$ cat src/rtl/fpta_pkg.sv
package fpta_pkg;

  localparam int unsigned SigW = 24;
  localparam int unsigned ExpW = 8;
  localparam int unsigned ManW = 23;
  localparam int unsigned SumW = 26;
  localparam int unsigned LzW  = 5;

  typedef struct packed {
    logic [ExpW-1:0] top;
    logic [SigW-1:0] sig_a;
    logic [SigW-1:0] sig_b;
    logic            sign_a;
    logic            sign_b;
  } align_t;

  typedef struct packed {
    logic            neg;
    logic [ExpW-1:0] top;
    logic [SigW:0]   mag;
  } mag_t;

  function automatic logic [LzW-1:0] lead_zeros(input logic [SigW-1:0] v);
    logic [LzW-1:0] n;
    logic           hit;
    n   = '0;
    hit = 1'b0;
    for (int i = SigW - 1; i >= 0; i--) begin
      if (!hit && v[i]) begin
        hit = 1'b1;
        n   = LzW'(SigW - 1 - i);
      end
    end
    return n;
  endfunction

endpackage

$ cat src/rtl/fp32_truncating_adder.sv
// Single-precision adder with truncation. Both operands always carry the
// implicit one (no denormals, infinities or NaNs); the smaller operand is
// aligned by a truncating right shift, the signed significands are added and
// the result is normalized with a full leading-one search, truncated, and its
// exponent wraps modulo 256. A zero sum gives +0. Four register stages
// (align, add, normalize, pack); one word enters every cycle while the output
// is not stalled. A stall at the output holds the whole pipeline.
module fp32_truncating_adder
  import fpta_pkg::*;
(
  input  logic        clk_i,
  input  logic        rst_ni,
  input  logic        valid_i,
  output logic        stall_o,
  input  logic [31:0] a_bits_i,
  input  logic [31:0] b_bits_i,
  output logic        valid_o,
  input  logic        stall_i,
  output logic [31:0] sum_bits_o
);

  logic [3:0] vld_q, vld_d;
  logic       adv;

  assign adv     = !(vld_q[3] && stall_i);
  assign stall_o = !adv;

  // stage 1: align
  align_t          s1_q, s1_d;
  logic [ExpW-1:0] ea, eb, sh;
  logic [SigW-1:0] ma, mb;
  always_comb begin
    ea = a_bits_i[30:23];
    eb = b_bits_i[30:23];
    ma = {1'b1, a_bits_i[22:0]};
    mb = {1'b1, b_bits_i[22:0]};
    s1_d.sign_a = a_bits_i[31];
    s1_d.sign_b = b_bits_i[31];
    if (ea > eb) begin
      sh = ea - eb;
      s1_d.top   = ea;
      s1_d.sig_a = ma;
      s1_d.sig_b = (sh >= ExpW'(SigW)) ? '0 : mb >> sh;
    end else begin
      sh = eb - ea;
      s1_d.top   = eb;
      s1_d.sig_b = mb;
      s1_d.sig_a = (sh >= ExpW'(SigW)) ? '0 : ma >> sh;
    end
  end

  // stage 2: signed add
  mag_t                   s2_q, s2_d;
  logic signed [SumW-1:0] va, vb, sum;
  always_comb begin
    va  = s1_q.sign_a ? -$signed({2'b00, s1_q.sig_a}) : $signed({2'b00, s1_q.sig_a});
    vb  = s1_q.sign_b ? -$signed({2'b00, s1_q.sig_b}) : $signed({2'b00, s1_q.sig_b});
    sum = va + vb;
    s2_d.neg = sum[SumW-1];
    s2_d.top = s1_q.top;
    s2_d.mag = sum[SumW-1] ? SigW'(0) + (SigW+1)'(-sum) : sum[SigW:0];
  end

  // stage 3: normalize
  logic            s3_zero_q, s3_zero_d, s3_neg_q;
  logic [ExpW-1:0] s3_exp_q, s3_exp_d;
  logic [SigW-1:0] s3_sig_q, s3_sig_d;
  logic [LzW-1:0]  lz;
  always_comb begin
    lz        = lead_zeros(s2_q.mag[SigW-1:0]);
    s3_zero_d = (s2_q.mag == '0);
    if (s2_q.mag[SigW]) begin
      s3_sig_d = s2_q.mag[SigW:1];
      s3_exp_d = s2_q.top + 8'd1;
    end else begin
      s3_sig_d = s2_q.mag[SigW-1:0] << lz;
      s3_exp_d = s2_q.top - ExpW'(lz);
    end
  end

  // stage 4: pack
  logic [31:0] res_q, res_d;
  assign res_d = s3_zero_q ? '0 : {s3_neg_q, s3_exp_q, s3_sig_q[ManW-1:0]};

  always_ff @(posedge clk_i) begin
    if (adv) begin
      s1_q      <= s1_d;
      s2_q      <= s2_d;
      s3_zero_q <= s3_zero_d;
      s3_neg_q  <= s2_q.neg;
      s3_exp_q  <= s3_exp_d;
      s3_sig_q  <= s3_sig_d;
      res_q     <= res_d;
    end
  end

  assign vld_d = adv ? {vld_q[2:0], valid_i} : vld_q;

  always_ff @(posedge clk_i or negedge rst_ni) begin
    if (!rst_ni) begin
      vld_q <= '0;
    end else begin
      vld_q <= vld_d;
    end
  end

  assign valid_o    = vld_q[3];
  assign sum_bits_o = res_q;

`ifndef NO_ASSERTIONS
  a_stall_holds: assert property (@(posedge clk_i) disable iff (!rst_ni)
    stall_o |=> $stable(vld_q)) else $error("pipeline moved while stalled");
  a_stall_out: assert property (@(posedge clk_i) disable iff (!rst_ni)
    stall_o |-> (valid_o && stall_i)) else $error("stall without blocked output");
  a_flow: assert property (@(posedge clk_i) disable iff (!rst_ni)
    (!stall_o && vld_q[2]) |=> valid_o) else $error("word lost in last stage");
`endif

endmodule

$ cat config.mk
export PLATFORM = sky130hd
export DESIGN_NAME = fp32_truncating_adder
export DESIGN_NICKNAME = d
export VERILOG_FILES = /design/src/rtl/fpta_pkg.sv /design/src/rtl/fp32_truncating_adder.sv
export SDC_FILE = /design/constraint.sdc
export NUM_CORES = 1
export LEC_CHECK = 0
export BUFFER_PORTS_ARGS = -buffer_cell sky130_fd_sc_hd__buf_2
export CAP_MARGIN = 20
export CORE_MARGIN = 2
export CORE_UTILIZATION = 37
export DETAILED_ROUTE_END_ITERATION = 8
export PLACE_DENSITY = 0.66
export SLEW_MARGIN = 10
export SYNTH_ARGS = -nofsm -noshare
export SYNTH_HDL_FRONTEND = slang
export SYNTH_SLANG_ARGS = --single-unit
$ cat constraint.sdc
create_clock -name clk_i -period 12.85 [get_ports clk_i]
set_input_delay 0 -clock clk_i [delete_from_list [all_inputs] [get_ports clk_i]]
set_output_delay 0 -clock clk_i [all_outputs]
set_load 0.02 [all_outputs]
# Word-level counts from Yosys, hierarchy flattened
# Cells that the tools add are included.
# classes
add_sub_neg	8
magnitude_cmp	3
shifts	3
mux	54
reduce_logical	48
# ops
operator	n
5-bit 2-to-1 mux	22
56-bit 2-to-1 mux	1
26-bit 2-to-1 mux	2
24-bit negator with 26-bit output	2
24-bit 2-to-1 mux	2
24-bit by 8-bit right shift with 24-bit output	2
26-bit adder	1
25-bit zero test	1
25-bit 2-to-1 mux	1
25-bit negator	1
1-bit logical AND	24
1-bit 2-to-1 mux	24
24-bit by 5-bit << shifter with 23-bit output	1
1-bit zero test	23
23-bit 2-to-1 mux	1
8-bit by 5-bit greater-or-equal comparator with 1-bit output (second input constant)	2
8-bit subtractor	2
8-bit by 1-bit adder with 8-bit output (second input constant)	1
8-bit greater-than comparator	1
8-bit 2-to-1 mux	1
8-bit by 5-bit subtractor with 8-bit output	1
# word_totals
ff_bits	161
input_bits	68
out_inout_bits	34

# Longest topological paths before layout
# depth
ltp_word	72
mapped_depth	20

# Worst setup path after synthesis
# OpenSTA, ideal clock, no wires.
# synth_timing
kind	flip-flop to flip-flop
startpoint	reg s2_q[23] (netlist name)
endpoint	reg s3_exp_q[7] (data pin)
setup_ns	0.262
arrival_time_ns	4.575
required_time_ns	12.588
slack_ns	8.014
stages_incl_launch_ff	20
path_cell_list	edfxtp_1 or4_4 or4b_1 buf_2 nor2_4 nand2_2 o41ai_4 inv_4 buf_6 ha_1 nor2b_1 ha_1 a21o_1 a21oi_1 o21bai_1 a21oi_1 o21bai_1 a21oi_1 xor2_1 xnor2_1
# synth_via
elab_chain_cells	72
elab_cells_between_ends	94
cone_classes	add/sub: 1; mux: 47; reduce/logical: 46
# synth_rtl
item	line_no	source
start: declaration	fp32_truncating_adder.sv:53	mag_t s2_q, s2_d;
start signal: assignment	fp32_truncating_adder.sv:88	s2_q <= s2_d;
1-bit 2-to-1 mux *	fpta_pkg.sv:29	if (!hit && v[i]) begin
1-bit zero test	fpta_pkg.sv:29	
1-bit logical AND	fpta_pkg.sv:29	
1-bit 2-to-1 mux	fpta_pkg.sv:29	
1-bit zero test	fpta_pkg.sv:29	
1-bit logical AND	fpta_pkg.sv:29	
1-bit 2-to-1 mux	fpta_pkg.sv:29	
1-bit zero test	fpta_pkg.sv:29	
[... 57 more ...]	-	
1-bit logical AND	fpta_pkg.sv:29	
1-bit 2-to-1 mux	fpta_pkg.sv:29	
1-bit zero test	fpta_pkg.sv:29	
1-bit logical AND	fpta_pkg.sv:29	
5-bit 2-to-1 mux *	fpta_pkg.sv:29	
8-bit by 5-bit subtractor with 8-bit output *	fp32_truncating_adder.sv:77	s3_exp_d = s2_q.top - ExpW'(lz);
8-bit 2-to-1 mux *	fp32_truncating_adder.sv:72	if (s2_q.mag[SigW]) begin
via s3_exp_d[7]	fp32_truncating_adder.sv:66	logic [ExpW-1:0] s3_exp_q, s3_exp_d;
end signal: assignment	fp32_truncating_adder.sv:91	s3_exp_q <= s3_exp_d;
end: declaration	fp32_truncating_adder.sv:66	
# The timed path passes the listed nets; every way through them passes the cells marked *.
# A chain may end at the register's enable or synchronous reset.

==> impl_results.md <==
* # nets final at 1632
* R2r worst-path depth at 17
* Critical path endpoint: s2_q[16]
* Syn nets at 1510
* Pre-Repair DR Iteration Count at 5
* Tmin final at 5.51 ns
* Yosys reg bits at 161
* Largest fanout on the critical path at 16
* Routed vias at 11000
* Initial drt markers at 673
* M3 GR Usage at 0.0239
* WL final at 35200 µm
* Setup bufs post-CTS at 0
* Number of global-route vias before repair at 10700
* Max Root-Sink Buffers at 2
* Final cycle utilization of the critical path at 0.429
* Max VDD drop at 0.000129 V
* Async SR Flop Fraction at 0.0248
* Routability-driven placement congestion ratio at 0.898
* Fin. Hold Viols at 0
* Synth area leader: edfxtp_1
* Starting density of the core at 0.377
* Die Y at 192 µm
* Final Hold Slack at 0.0245 ns
* Worst setup slack after layout at 7.34 ns
* Synthesized area at 13100 µm²
* Crit path capture type: flip-flop
* Top-area cell type share of the netlist area at 0.361
* Drc violations at 0
* Kind of critical path: flip-flop to flip-flop
* Final setup viols at 0
* Outcome: finished, final reports clean
* Final Skew at 0.0140 ns
* Distinct cell type count after synthesis at 80
* Sequential share of the synthesized area at 0.368
* Busiest grt layer: met2
* Syn_area_per_cell at 9.42 µm²
* Worst EP required at 13.02 ns
* Setup TNS at 0 ns
* Worst skew pair latency at 0.44 ns
* Wire length of the first global-routing pass at 55900 µm
* Vias per Instance at 5.59
* Commonest cells in the netlist: edfxtp_1 (157), nand2_1 (134), a21oi_1 (95)
* Synth Warn # at 0
* Pwr dens at 263 nW/µm²
* Total leakage power at 0.00605 µW
* Core area at 34600 µm²
* Number of synthesized flops with an enable pin at 157
* Worst-Margin Slew at 0.961 ns
* HPWL Detailed at 26300 µm
* Max-cap violation count at 0
* Initial antenna violation count at 0
* Full die area at 36800 µm²
* # H-tree levels at 4
* Final instance area at 15300 µm²
* Area growth from synthesis to layout at 17.0%
* Hold Crit Class: input pin to flip-flop
* RSZ-0062 raised after global routing: no
* FMAX at 182 MHz
* Share of the core filled with cells at 0.442
* Clk sinks at 161
* Final Max Slew Viols at 0
* # rows at 68
* Synthesized instance count at 1387
* Fraction of layout cells with a size suffix above 1 at 0.137
* Slew headroom at 0.353
* Overflow left after global routing at 0
* CTS Buf Count at 17
* Ys flop type: edfxtp_1
* Crit path arrival time at 5.68 ns
* Root Buffer: clkbuf_16
* Top Ports at 102
* GRT Overall Usage at 0.193
* GR Util met2 at 0.327
* Most frequent cell after synthesis: edfxtp_1
* # diodes at 0
* WL per Instance at 17.8 µm
* DIE WIDTH at 192 µm
* FF-to-FF Start: s1_q[29]
* CP Launch Type: flip-flop
* DP Area at 14000 µm²
* Met1 Track Usage GR at 0.243
* Pin count of the biggest net entering global routing at 93
* Worst slack, placed at 7.41 ns
* CTS tree: yes
* Setup slack, reg-to-reg at 7.34 ns
* Clk slew on worst S/H paths at 0.07 ns
* FF-to-FF End: s2_q[16]
* Critical path startpoint: s1_q[29]
* Port bufs at 101
* Synth top area cells: edfxtp_1 (36%), mux2i_1 (6.4%), xnor2_1 (5.4%)
* Post-detailed-route count of antenna-violating nets at 0
[logic make-up (layout without fill, tap and decap cells)]
family          count (synthesis)  in the layout  share of synthesized area
fa+ha+maj                      55             55                     0.0549
xor+xnor                      111            111                     0.0744
mux                           113            113                     0.0988
flops                         161            161                      0.368
buf+inv                       129            264                     0.0391
simple gates                  402            402                      0.151
compound gates                416            416                      0.213
[where the power goes]
group          internal [µW]  switching, µW  total [µW]  leakage, µW
clock                    331            220         551     0.000316
sequential               947            163        1110      0.00166
combinational            967           1390        2360      0.00407
total                   2240           1780        4020      0.00605
[routing by layer]
layer | up-vias | share of wire
met3 | 68 | 0.039
met4 | 0 | 0.043
met2 | 326 | 0.48
li1 | 5459 | -
met5 | - | 0
met1 | 5195 | 0.44
[registers in the layout (all words and copies together), names as in the netlist]
| signal | count |
|---|---|
| vld_q | 4 |
| s3_sig_q | 23 |
| s3_exp_q | 8 |
| s3_zero_q | 1 |
| sum_bits_o | 32 |
| s2_q | 34 |
| s1_q | 58 |
| s3_neg_q | 1 |
[cells in the final DEF, fill, tap and decap left out, types with 10 or more instances in the layout]
cell	instances
edfxtp_1	157
nand2_1	133
buf_2	101
a21oi_1	95
o21ai_0	92
mux2i_1	84
nor2_1	83
xnor2_1	78
dlygate4sd3_1	59
nor2b_1	55
ha_1	50
inv_1	49
a211oi_1	43
xor2_1	30
a21o_1	29
nor3_1	26
o31ai_1	23
nand3_1	19
mux2_2	18
buf_4	18
a31oi_1	17
a22o_1	17
clkbuf_16	17
nor4_1	11
o21a_1	11
o21bai_1	11
mux4_2	11
or3_1	10
nand2b_1	10
[critical path: stages, from the launching register on]
cell      delay (ns)
edfxtp_1        0.45
or4_1           0.62
nor4_1          0.49
nand2_1         0.21
o41ai_1         0.41
xnor2_1         0.13
ha_1            0.39
a21o_1          0.25
a21oi_1         0.21
nor2_1          0.06
o21a_1          0.19
o41a_1          0.34
o31a_1          0.28
a31oi_1         0.17
nand2_1         0.33
inv_1           0.38
o21ai_0         0.17
xnor2_1         0.15
[worst min-delay path by stage]
stage                     slack (ns)       end  depth (start not counted)          from
after floorplan                -0.30  vld_q[0]                          0        rst_ni
after global placement         -0.20  vld_q[3]                          1        rst_ni
after detailed placement       -0.19  vld_q[0]                          1        rst_ni
after CTS                       0.01  s1_q[57]                          3  a_bits_i[30]
after global routing            0.04  s1_q[57]                          3  a_bits_i[30]
final                           0.02  s1_q[57]                          3  a_bits_i[30]
[what timing repair did]
item,4_1_cts,5_1_grt
hold endpoints to repair,59,0
hold buffers,59,0
setup endpoints to repair,0,0
resized for setup,0,0
[through the flow]
stage,total power [µW],cells
final,4020,1977
after global routing,4330,1977
after CTS,4020,1974
after detailed placement,3430,1883
after global placement,3410,1883
after floorplan,2900,1387
[final cells by class]
| cell class | instances | area [µm²] |
|---|---|---|
| clock inverter | 15 | 215 |
| multi-input combinational | 1097 | 7790 |
| fill | 3369 | 19300 |
| timing repair buffer | 181 | 1280 |
| tap | 455 | 569 |
| inverter | 51 | 194 |
| clock buffer | 17 | 425 |
| sequential | 161 | 4810 |
Power figures use the tool's default switching activity.
